<file path="src/design/bfsk_pkg.sv">
// bfsk_pkg: shared types and codes for the binary fsk square-wave modulator
// no dependencies; imported by binary_fsk_square_wave_modulator_top and its testbench
`default_nettype none

package bfsk_pkg;

  // field widths fixed by the interface
  localparam int CMD_W      = 2;
  localparam int BYTE_W     = 8;
  localparam int LEN_W      = 9;
  localparam int CFG_IDX_W  = 2;
  localparam int CFG_DATA_W = 24;
  localparam int BITPOS_W   = 12;

  // parameter defaults
  localparam int BUFFER_BYTES_DEF = 256;
  localparam int COUNT_BITS_DEF   = 24;

  // input commands
  localparam logic [CMD_W-1:0] CMD_TICK  = 2'd0;
  localparam logic [CMD_W-1:0] CMD_WRITE = 2'd1;
  localparam logic [CMD_W-1:0] CMD_START = 2'd2;

  // configuration register indexes
  localparam logic [CFG_IDX_W-1:0] REG_HALF_HIGH  = 2'd0;
  localparam logic [CFG_IDX_W-1:0] REG_HALF_LOW   = 2'd1;
  localparam logic [CFG_IDX_W-1:0] REG_BIT_PERIOD = 2'd2;

  // reset values of the configuration registers
  localparam logic [CFG_DATA_W-1:0] HALF_HIGH_RST  = 24'd12;
  localparam logic [CFG_DATA_W-1:0] HALF_LOW_RST   = 24'd16;
  localparam logic [CFG_DATA_W-1:0] BIT_PERIOD_RST = 24'd1000;

  // one result word
  typedef struct packed {
    logic drive_a;
    logic drive_b;
    logic busy;
    logic tone_high;
  } bfsk_res_t;

endpackage

`default_nettype wire

</file>
<file path="src/design/binary_fsk_square_wave_modulator_top.sv">
// binary_fsk_square_wave_modulator_top: fsk modulator with byte buffer and output buffer
// depends on bfsk_pkg
//
// Binary FSK square-wave modulator. Each input word is a time tick, a buffer byte write
// or a start; every accepted word yields exactly one result word with the pin levels,
// busy and the selected tone after that word. The block takes one input word per clock
// while in_stall is low and works on it in a single pass: the buffer byte for the
// current bit position is fetched from the internal memory in advance (its read port
// follows the next bit position), so a tick that ends a bit period finds its byte
// already registered. Results go through a two-entry output buffer (output register
// plus skid register), so in_stall rises only when both are full; results are
// registered in them. Writes and starts are ignored while busy, a write beyond the
// buffer is dropped, and configuration must only be written while no result is pending.
`default_nettype none

module binary_fsk_square_wave_modulator_top
  import bfsk_pkg::*;
#(
  parameter int BUFFER_BYTES = BUFFER_BYTES_DEF,
  parameter int COUNT_BITS   = COUNT_BITS_DEF
) (
  input  wire                    clk,
  input  wire                    rst_n,
  // input words
  input  wire                    in_valid,
  output logic                   in_stall,
  input  wire  [CMD_W-1:0]       in_cmd,
  input  wire  [BYTE_W-1:0]      in_byte_addr,
  input  wire  [BYTE_W-1:0]      in_byte_value,
  input  wire  [LEN_W-1:0]       in_send_bytes,
  // result words
  output logic                   out_valid,
  input  wire                    out_stall,
  output logic                   out_drive_a,
  output logic                   out_drive_b,
  output logic                   out_busy_res,
  output logic                   out_tone_high,
  // configuration writes
  input  wire                    cfg_valid,
  output logic                   cfg_ready,
  input  wire  [CFG_IDX_W-1:0]   cfg_index,
  input  wire  [CFG_DATA_W-1:0]  cfg_data
);

  localparam int ADDR_W = (BUFFER_BYTES > 1) ? $clog2(BUFFER_BYTES) : 1;
  localparam logic [31:0] BUF_MAX = 32'(BUFFER_BYTES);

  // configuration registers
  logic [CFG_DATA_W-1:0] half_high_r, half_low_r, bit_period_r;

  // modulator state
  logic [BITPOS_W-1:0]   bit_pos_r, bit_pos_nxt;
  logic [LEN_W-1:0]      send_len_r, send_len_nxt;
  logic [COUNT_BITS-1:0] car_cnt_r, car_cnt_nxt;
  logic [COUNT_BITS-1:0] bit_cnt_r, bit_cnt_nxt;
  logic                  tone_r, tone_nxt;
  logic                  pin_a_r, pin_a_nxt;
  logic                  pin_b_r, pin_b_nxt;
  logic                  sending_r, sending_nxt;

  // byte buffer
  logic [BYTE_W-1:0]     mem [BUFFER_BYTES];
  logic [BYTE_W-1:0]     rd_byte_r;
  logic [ADDR_W-1:0]     rd_addr, wr_addr;
  logic [31:0]           rd_idx_wide, wr_idx_wide;
  logic                  wr_en;

  // output buffer
  logic                  out_valid_r, skid_valid_r;
  bfsk_res_t             out_res_r, skid_res_r, res_nxt;

  logic                  in_acc, out_take;

  // counter loads, masked to the counter width
  logic [31:0]           half_high_w, half_low_w, bit_period_w, len_wide;
  logic [COUNT_BITS-1:0] half_high_ld, half_low_ld, bit_period_ld;
  logic [LEN_W-1:0]      len_sat;

  logic                  bit_exp, car_exp, bit_val;
  logic [LEN_W-1:0]      byte_i;

  assign half_high_w   = 32'(half_high_r);
  assign half_low_w    = 32'(half_low_r);
  assign bit_period_w  = 32'(bit_period_r);
  assign half_high_ld  = half_high_w[COUNT_BITS-1:0];
  assign half_low_ld   = half_low_w[COUNT_BITS-1:0];
  assign bit_period_ld = bit_period_w[COUNT_BITS-1:0];

  // start length saturates to the buffer size
  assign len_wide = 32'(in_send_bytes);
  assign len_sat  = (len_wide > BUF_MAX) ? BUF_MAX[LEN_W-1:0] : in_send_bytes;

  assign in_acc   = in_valid && !in_stall;
  assign out_take = out_valid_r && !out_stall;
  assign in_stall = skid_valid_r;

  assign cfg_ready = 1'b1;

  // counter expiry: a count of zero or one expires on this tick
  assign bit_exp = (bit_cnt_r == '0) || (bit_cnt_r == COUNT_BITS'(1));
  assign car_exp = (car_cnt_r == '0) || (car_cnt_r == COUNT_BITS'(1));
  assign byte_i  = bit_pos_r[BITPOS_W-1:3];
  assign bit_val = rd_byte_r[bit_pos_r[2:0]];

  // next-state logic for one accepted word
  always_comb begin
    bit_pos_nxt  = bit_pos_r;
    send_len_nxt = send_len_r;
    car_cnt_nxt  = car_cnt_r;
    bit_cnt_nxt  = bit_cnt_r;
    tone_nxt     = tone_r;
    pin_a_nxt    = pin_a_r;
    pin_b_nxt    = pin_b_r;
    sending_nxt  = sending_r;
    wr_en        = 1'b0;
    if (in_acc) begin
      unique case (in_cmd)
        CMD_TICK: begin
          if (sending_r) begin
            bit_cnt_nxt = bit_exp ? '0 : bit_cnt_r - COUNT_BITS'(1);
            car_cnt_nxt = car_exp ? '0 : car_cnt_r - COUNT_BITS'(1);
            if (bit_exp && (byte_i >= send_len_r)) begin
              // bits exhausted: both pins low, carrier does nothing
              pin_a_nxt   = 1'b0;
              pin_b_nxt   = 1'b0;
              sending_nxt = 1'b0;
              car_cnt_nxt = '0;
              bit_cnt_nxt = '0;
            end else begin
              if (bit_exp) begin
                tone_nxt    = bit_val;
                bit_pos_nxt = bit_pos_r + BITPOS_W'(1);
                bit_cnt_nxt = bit_period_ld;
              end
              if (car_exp) begin
                // reload uses the tone just selected on a shared expiry
                pin_a_nxt   = !pin_a_r;
                pin_b_nxt   = pin_a_r;
                car_cnt_nxt = tone_nxt ? half_high_ld : half_low_ld;
              end
            end
          end
        end
        CMD_WRITE: begin
          wr_en = !sending_r && (wr_idx_wide < BUF_MAX);
        end
        CMD_START: begin
          if (!sending_r) begin
            send_len_nxt = len_sat;
            bit_pos_nxt  = '0;
            tone_nxt     = 1'b0;
            pin_a_nxt    = 1'b1;
            pin_b_nxt    = 1'b0;
            car_cnt_nxt  = half_low_ld;
            bit_cnt_nxt  = bit_period_ld;
            sending_nxt  = 1'b1;
          end
        end
        default: ;
      endcase
    end
  end

  always_comb begin
    res_nxt.drive_a   = pin_a_nxt;
    res_nxt.drive_b   = pin_b_nxt;
    res_nxt.busy      = sending_nxt;
    res_nxt.tone_high = tone_nxt;
  end

  always_ff @(posedge clk) begin
    if (!rst_n) begin
      bit_pos_r  <= '0;
      send_len_r <= '0;
      car_cnt_r  <= '0;
      bit_cnt_r  <= '0;
      tone_r     <= 1'b0;
      pin_a_r    <= 1'b0;
      pin_b_r    <= 1'b0;
      sending_r  <= 1'b0;
    end else begin
      bit_pos_r  <= bit_pos_nxt;
      send_len_r <= send_len_nxt;
      car_cnt_r  <= car_cnt_nxt;
      bit_cnt_r  <= bit_cnt_nxt;
      tone_r     <= tone_nxt;
      pin_a_r    <= pin_a_nxt;
      pin_b_r    <= pin_b_nxt;
      sending_r  <= sending_nxt;
    end
  end

  // configuration registers; indexes past the list are dropped
  always_ff @(posedge clk) begin
    if (!rst_n) begin
      half_high_r  <= HALF_HIGH_RST;
      half_low_r   <= HALF_LOW_RST;
      bit_period_r <= BIT_PERIOD_RST;
    end else if (cfg_valid && cfg_ready) begin
      unique case (cfg_index)
        REG_HALF_HIGH:  half_high_r  <= cfg_data;
        REG_HALF_LOW:   half_low_r   <= cfg_data;
        REG_BIT_PERIOD: bit_period_r <= cfg_data;
        default: ;
      endcase
    end
  end

  // byte buffer: read port tracks the next bit position so the byte is
  // registered before the tick that needs it
  assign rd_idx_wide = 32'(bit_pos_nxt[BITPOS_W-1:3]);
  assign rd_addr     = rd_idx_wide[ADDR_W-1:0];
  assign wr_idx_wide = 32'(in_byte_addr);
  assign wr_addr     = wr_idx_wide[ADDR_W-1:0];

  always_ff @(posedge clk) begin
    if (wr_en) begin
      mem[wr_addr] <= in_byte_value;
    end
    rd_byte_r <= mem[rd_addr];
  end

  // two-entry output buffer
  always_ff @(posedge clk) begin
    if (!rst_n) begin
      out_valid_r  <= 1'b0;
      skid_valid_r <= 1'b0;
    end else begin
      if (!out_valid_r || out_take) begin
        out_valid_r  <= skid_valid_r || in_acc;
        skid_valid_r <= skid_valid_r && in_acc;
      end else if (in_acc) begin
        skid_valid_r <= 1'b1;
      end
    end
  end

  always_ff @(posedge clk) begin
    if (!out_valid_r || out_take) begin
      if (skid_valid_r) begin
        out_res_r <= skid_res_r;
      end else if (in_acc) begin
        out_res_r <= res_nxt;
      end
    end
    if (in_acc && (skid_valid_r || (out_valid_r && !out_take))) begin
      skid_res_r <= res_nxt;
    end
  end

  assign out_valid     = out_valid_r;
  assign out_drive_a   = out_res_r.drive_a;
  assign out_drive_b   = out_res_r.drive_b;
  assign out_busy_res  = out_res_r.busy;
  assign out_tone_high = out_res_r.tone_high;

  // pins are complementary while sending
  a_pins_complement: assert property (@(posedge clk) disable iff (!rst_n)
    sending_r |-> (pin_a_r != pin_b_r))
    else $error("pins not complementary while sending");

  // both pins low when idle
  a_idle_pins_low: assert property (@(posedge clk) disable iff (!rst_n)
    !sending_r |-> (!pin_a_r && !pin_b_r))
    else $error("pins driven while idle");

  // skid entry only holds a word behind a full output register
  a_skid_order: assert property (@(posedge clk) disable iff (!rst_n)
    skid_valid_r |-> out_valid_r)
    else $error("skid entry without output entry");

  // byte index never runs past the send length
  a_byte_range: assert property (@(posedge clk) disable iff (!rst_n)
    sending_r |-> (byte_i <= send_len_r))
    else $error("bit position past send length");

  // end of a send leaves both counters cleared
  a_end_clears: assert property (@(posedge clk) disable iff (!rst_n)
    $fell(sending_r) |-> (car_cnt_r == '0 && bit_cnt_r == '0))
    else $error("counters not cleared at end of send");

endmodule

`default_nettype wire

</file>
<file path="config.mk">
export PLATFORM = sky130hd
export DESIGN_NAME = binary_fsk_square_wave_modulator_top
export DESIGN_NICKNAME = d
export VERILOG_FILES = /design/src/design/bfsk_pkg.sv /design/src/design/binary_fsk_square_wave_modulator_top.sv
export SDC_FILE = /design/constraint.sdc
export NUM_CORES = 2
export LEC_CHECK = 0
export BUFFER_PORTS_ARGS = -buffer_cell sky130_fd_sc_hd__buf_2
export CAP_MARGIN = 20
export CORE_MARGIN = 5
export CORE_UTILIZATION = 49
export DETAILED_ROUTE_END_ITERATION = 12
export PLACE_DENSITY = 0.69
export SLEW_MARGIN = 25
export SYNTH_ARGS = -nofsm -noshare
export SYNTH_HDL_FRONTEND = slang
export SYNTH_SLANG_ARGS = --single-unit
export TNS_END_PERCENT = 10
</file>
<file path="constraint.sdc">
create_clock -name clk -period 7.81 [get_ports clk]
set_clock_uncertainty 0.05 [all_clocks]
set_input_delay 1.562 -clock clk [delete_from_list [all_inputs] [get_ports clk]]
set_output_delay 1.562 -clock clk [all_outputs]
set_load 0.05 [all_outputs]
</file>
==> impl_metrics.json <==
{
  "outcome": "complete, no violations",
  "numCtsBuffers": 213,
  "holdBufCountCts": 0,
  "path_max_fanout": 18,
  "fmax_mhz": 163.4,
  "syn_avg_cell_area_sq_um": 12.92,
  "cp_slowest_cell": "nor3_1",
  "ir_drop_uv": 195.5,
  "nNetsFinal": 6913,
  "cap_violations": 0,
  "cts_resized": 0,
  "final_cell_mix": "edfxtp_1 (2,056), nand2_1 (1,611), a21oi_1 (420), nor2_1 (413), nand3_1 (385)",
  "grt_max_degree": 192,
  "syn_nets": 6974,
  "p_total_mw": 24.21,
  "io_buffers": 63,
  "viasPerCell": 6.176,
  "antenna_found_initial": 16,
  "hold_path_class": "flop to flop",
  "synth_top_area_share_pct": 69.24,
  "track_usage_pct": 25.42,
  "wirelength_microns": 248700,
  "ys_ff_latch": 2211,
  "cp-end-kind": "flop",
  "synth_cell_type_count": 73,
  "h-tree-depth": 4,
  "synth_edf_count": 2056,
  "rsz0062_at_grt": "false",
  "final_cells": 9401,
  "grt_pass1_wl_microns": 365900,
  "worstMarginPinSlew_ns": 1.154,
  "routed-via-count": 58060,
  "clock-root-buffer": "clkbuf_16",
  "leakagePower_nw": 32.94,
  "post-route-period-util_pct": 78.36,
  "period_needed_ns": 6.120,
  "antenna_left": 0,
  "place_inst": 8994,
  "totalNegativeSetupSlack_ns": 0,
  "r2r_slack_ns": 1.69,
  "syn_inst": 6901,
  "cts_tree": "yes",
  "criticalPathCategory": "flop to flop",
  "slowest_delay_ns": 0.83,
  "slew_viol_final": 0,
  "finish.utilization_pct": 54.70,
  "syn2layout_area_growth_pct": 11.00,
  "synth_area_leaders": "edfxtp_1 (69%), nand2_1 (6.8%), dfxtp_1 (3.5%)",
  "setup_slack_ns": 1.690,
  "clockBufferDepth": 3,
  "p_per_area_nw_per_um2": 244.7,
  "ios": 65,
  "drt_drc_violations_left": 0,
  "dp_slack_ns": 1.027,
  "clock_latency_ns": 0.85,
  "drive_gt1_share_pct": 7.888,
  "yosysWarnings": 0,
  "wl_per_cell_microns": 26.45,
  "setup_viol": 0,
  "path_cells": "ha_1 > a211oi_1 > nor2_1 > nor3_1 > nand4_1 > mux2i_4 > buf_4 > or3_1 > buf_4 > a311oi_1 > a31oi_1 > nand4_1 > nor3_1 > nor4_1",
  "synthArstFlopShare_pct": 0,
  "maxSlewHeadroom_pct": 22.82,
  "die_area_sq_um": 190600,
  "ys.flop_type": "edfxtp_1",
  "firstDrtPassIters": 8,
  "clk_pin_slew_ns": 0.07,
  "clock_sinks": 2211,
  "dp_hpwl_microns": 147100,
  "ys_seq_area_share_pct": 72.72,
  "core_area_sq_um": 180900,
  "place.gp.congestion": 0.8938,
  "die_x_microns": 436.6,
  "rows": 156,
  "drt-initial-drc-count": 7709,
  "grt-ovfl-total": 0,
  "postCtsSetupBuffers": 0,
  "mostFrequentLayoutCell": "edfxtp_1",
  "critPathRequiredTime_ns": 8.48,
  "hold_violations": 0,
  "grt_pass1_vias": 55140,
  "critical_path_arrival_ns": 6.79,
  "synth_top_area_cell": "edfxtp_1",
  "fp.dieH_microns": 436.6,
  "worstSetupStartpointType": "flop",
  "syn_area_sq_um": 89170,
  "start_util_pct": 49.28
}
-- registers in the layout, summed over array words and instances (netlist names), 4 cells and up --
signal / count
bit_period_ld: 24
mem: 2048
half_low_ld: 24
half_high_ld: 24
bit_cnt_r: 24
skid_res_r: 4
send_len_r: 9
rd_byte_r: 8
car_cnt_r: 24
bit_pos_r: 12
-- cell usage after synthesis, types with 4 or more instances --
| library cell | number |
|---|---|
| nand2b_1 | 9 |
| mux2i_1 | 191 |
| nor2_1 | 423 |
| buf_1 | 19 |
| nand3b_1 | 11 |
| a31oi_1 | 109 |
| o221ai_1 | 4 |
| a221oi_1 | 106 |
| nor2b_1 | 22 |
| dfxtp_1 | 155 |
| or2_2 | 4 |
| and2_1 | 15 |
| nand3_1 | 391 |
| a21oi_1 | 424 |
| buf_2 | 152 |
| nor3_1 | 72 |
| a311oi_1 | 12 |
| edfxtp_1 | 2056 |
| o22ai_1 | 13 |
| nand2_1 | 1615 |
| o211a_1 | 7 |
| or4_1 | 7 |
| clkbuf_1 | 232 |
| a21o_1 | 28 |
| a21boi_0 | 86 |
| o21ai_0 | 77 |
| inv_1 | 19 |
| nor4_1 | 35 |
| nand4_1 | 126 |
| a211oi_1 | 33 |
| o21ai_1 | 13 |
| nor3b_1 | 37 |
| buf_4 | 52 |
| o2111ai_1 | 11 |
| ha_1 | 15 |
| o211ai_1 | 5 |
| buf_6 | 10 |
| mux2_2 | 6 |
| a32oi_1 | 100 |
| xor2_1 | 22 |
| or3_1 | 5 |
| o31ai_1 | 6 |
| a22oi_1 | 47 |
| and3_1 | 70 |
| xnor2_1 | 9 |
-- power breakdown --
group          switching [mW]  internal [mW]  leakage, nW
clock                    4.48           6.03         3.44
sequential             0.0351           13.0         19.7
combinational           0.521          0.174         9.76
total                    5.04           19.2         32.9
-- through the flow --
stage | hold slack [ns] | cell area [sq um]
3_3_place_gp | 0.4003 | 91770
5_1_grt | 0.4348 | 98960
2_1_floorplan | 0.3898 | 89170
4_1_cts | 0.4184 | 98920
3_5_place_dp | 0.4101 | 91790
6_report | 0.4154 | 98970
-- final timing paths --
check	start	endpoint	cells after the start
worst min register to register	send_len_r[8]	send_len_r[8]	2
worst max register to register	bit_pos_r[9]	rd_byte_r[7]	14
worst max-delay path	bit_pos_r[9]	rd_byte_r[7]	14
worst min-delay path	send_len_r[8]	send_len_r[8]	2
-- final cells by class --
type | count | area [sq um]
Antenna cell | 8 | 20.02
Inverter | 19 | 71.32
Clock inverter | 116 | 1448
Tap cell | 2370 | 2965
Timing Repair Buffer | 189 | 1662
Fill cell | 14310 | 81960
Sequential cell | 2211 | 64840
Multi-Input combinational cell | 4206 | 22280
Clock buffer | 282 | 5682
-- routing by layer --
layer  GRT usage (%)  vias up  wire length, microns
met5               0        -                    46
met4           11.11        6                 11970
met3           5.328      563                 26600
met2           39.52     3363                114800
met1           34.92    28630                 95200
li1                -    25500                     -
-- kinds of logic (layout without fill, tap and decap cells) --
group | Yosys count | after routing | synth area share [%]
compound gates | 1097 | 1097 | 8.030
xor+xnor | 31 | 31 | 0.3045
fa+ha+maj | 15 | 15 | 0.2105
buf+inv | 484 | 606 | 2.554
flops | 2211 | 2211 | 72.72
mux | 200 | 200 | 2.286
other cells | 1 | 9 | 0.004206
simple gates | 2862 | 2862 | 13.89
-- worst max-delay path: cells and delay by family, from the launching register on --
family / cells / cell delay [ns]
AO/OA/AOI/OAI: 3 / 0.59
adder cells (fa/ha/maj): 1 / 0.29
buffers and inverters: 2 / 0.74
flip-flops: 1 / 0.45
multiplexers: 1 / 0.73
AND/OR/NAND/NOR: 7 / 3.08
(Power assumes the default switching activity.)
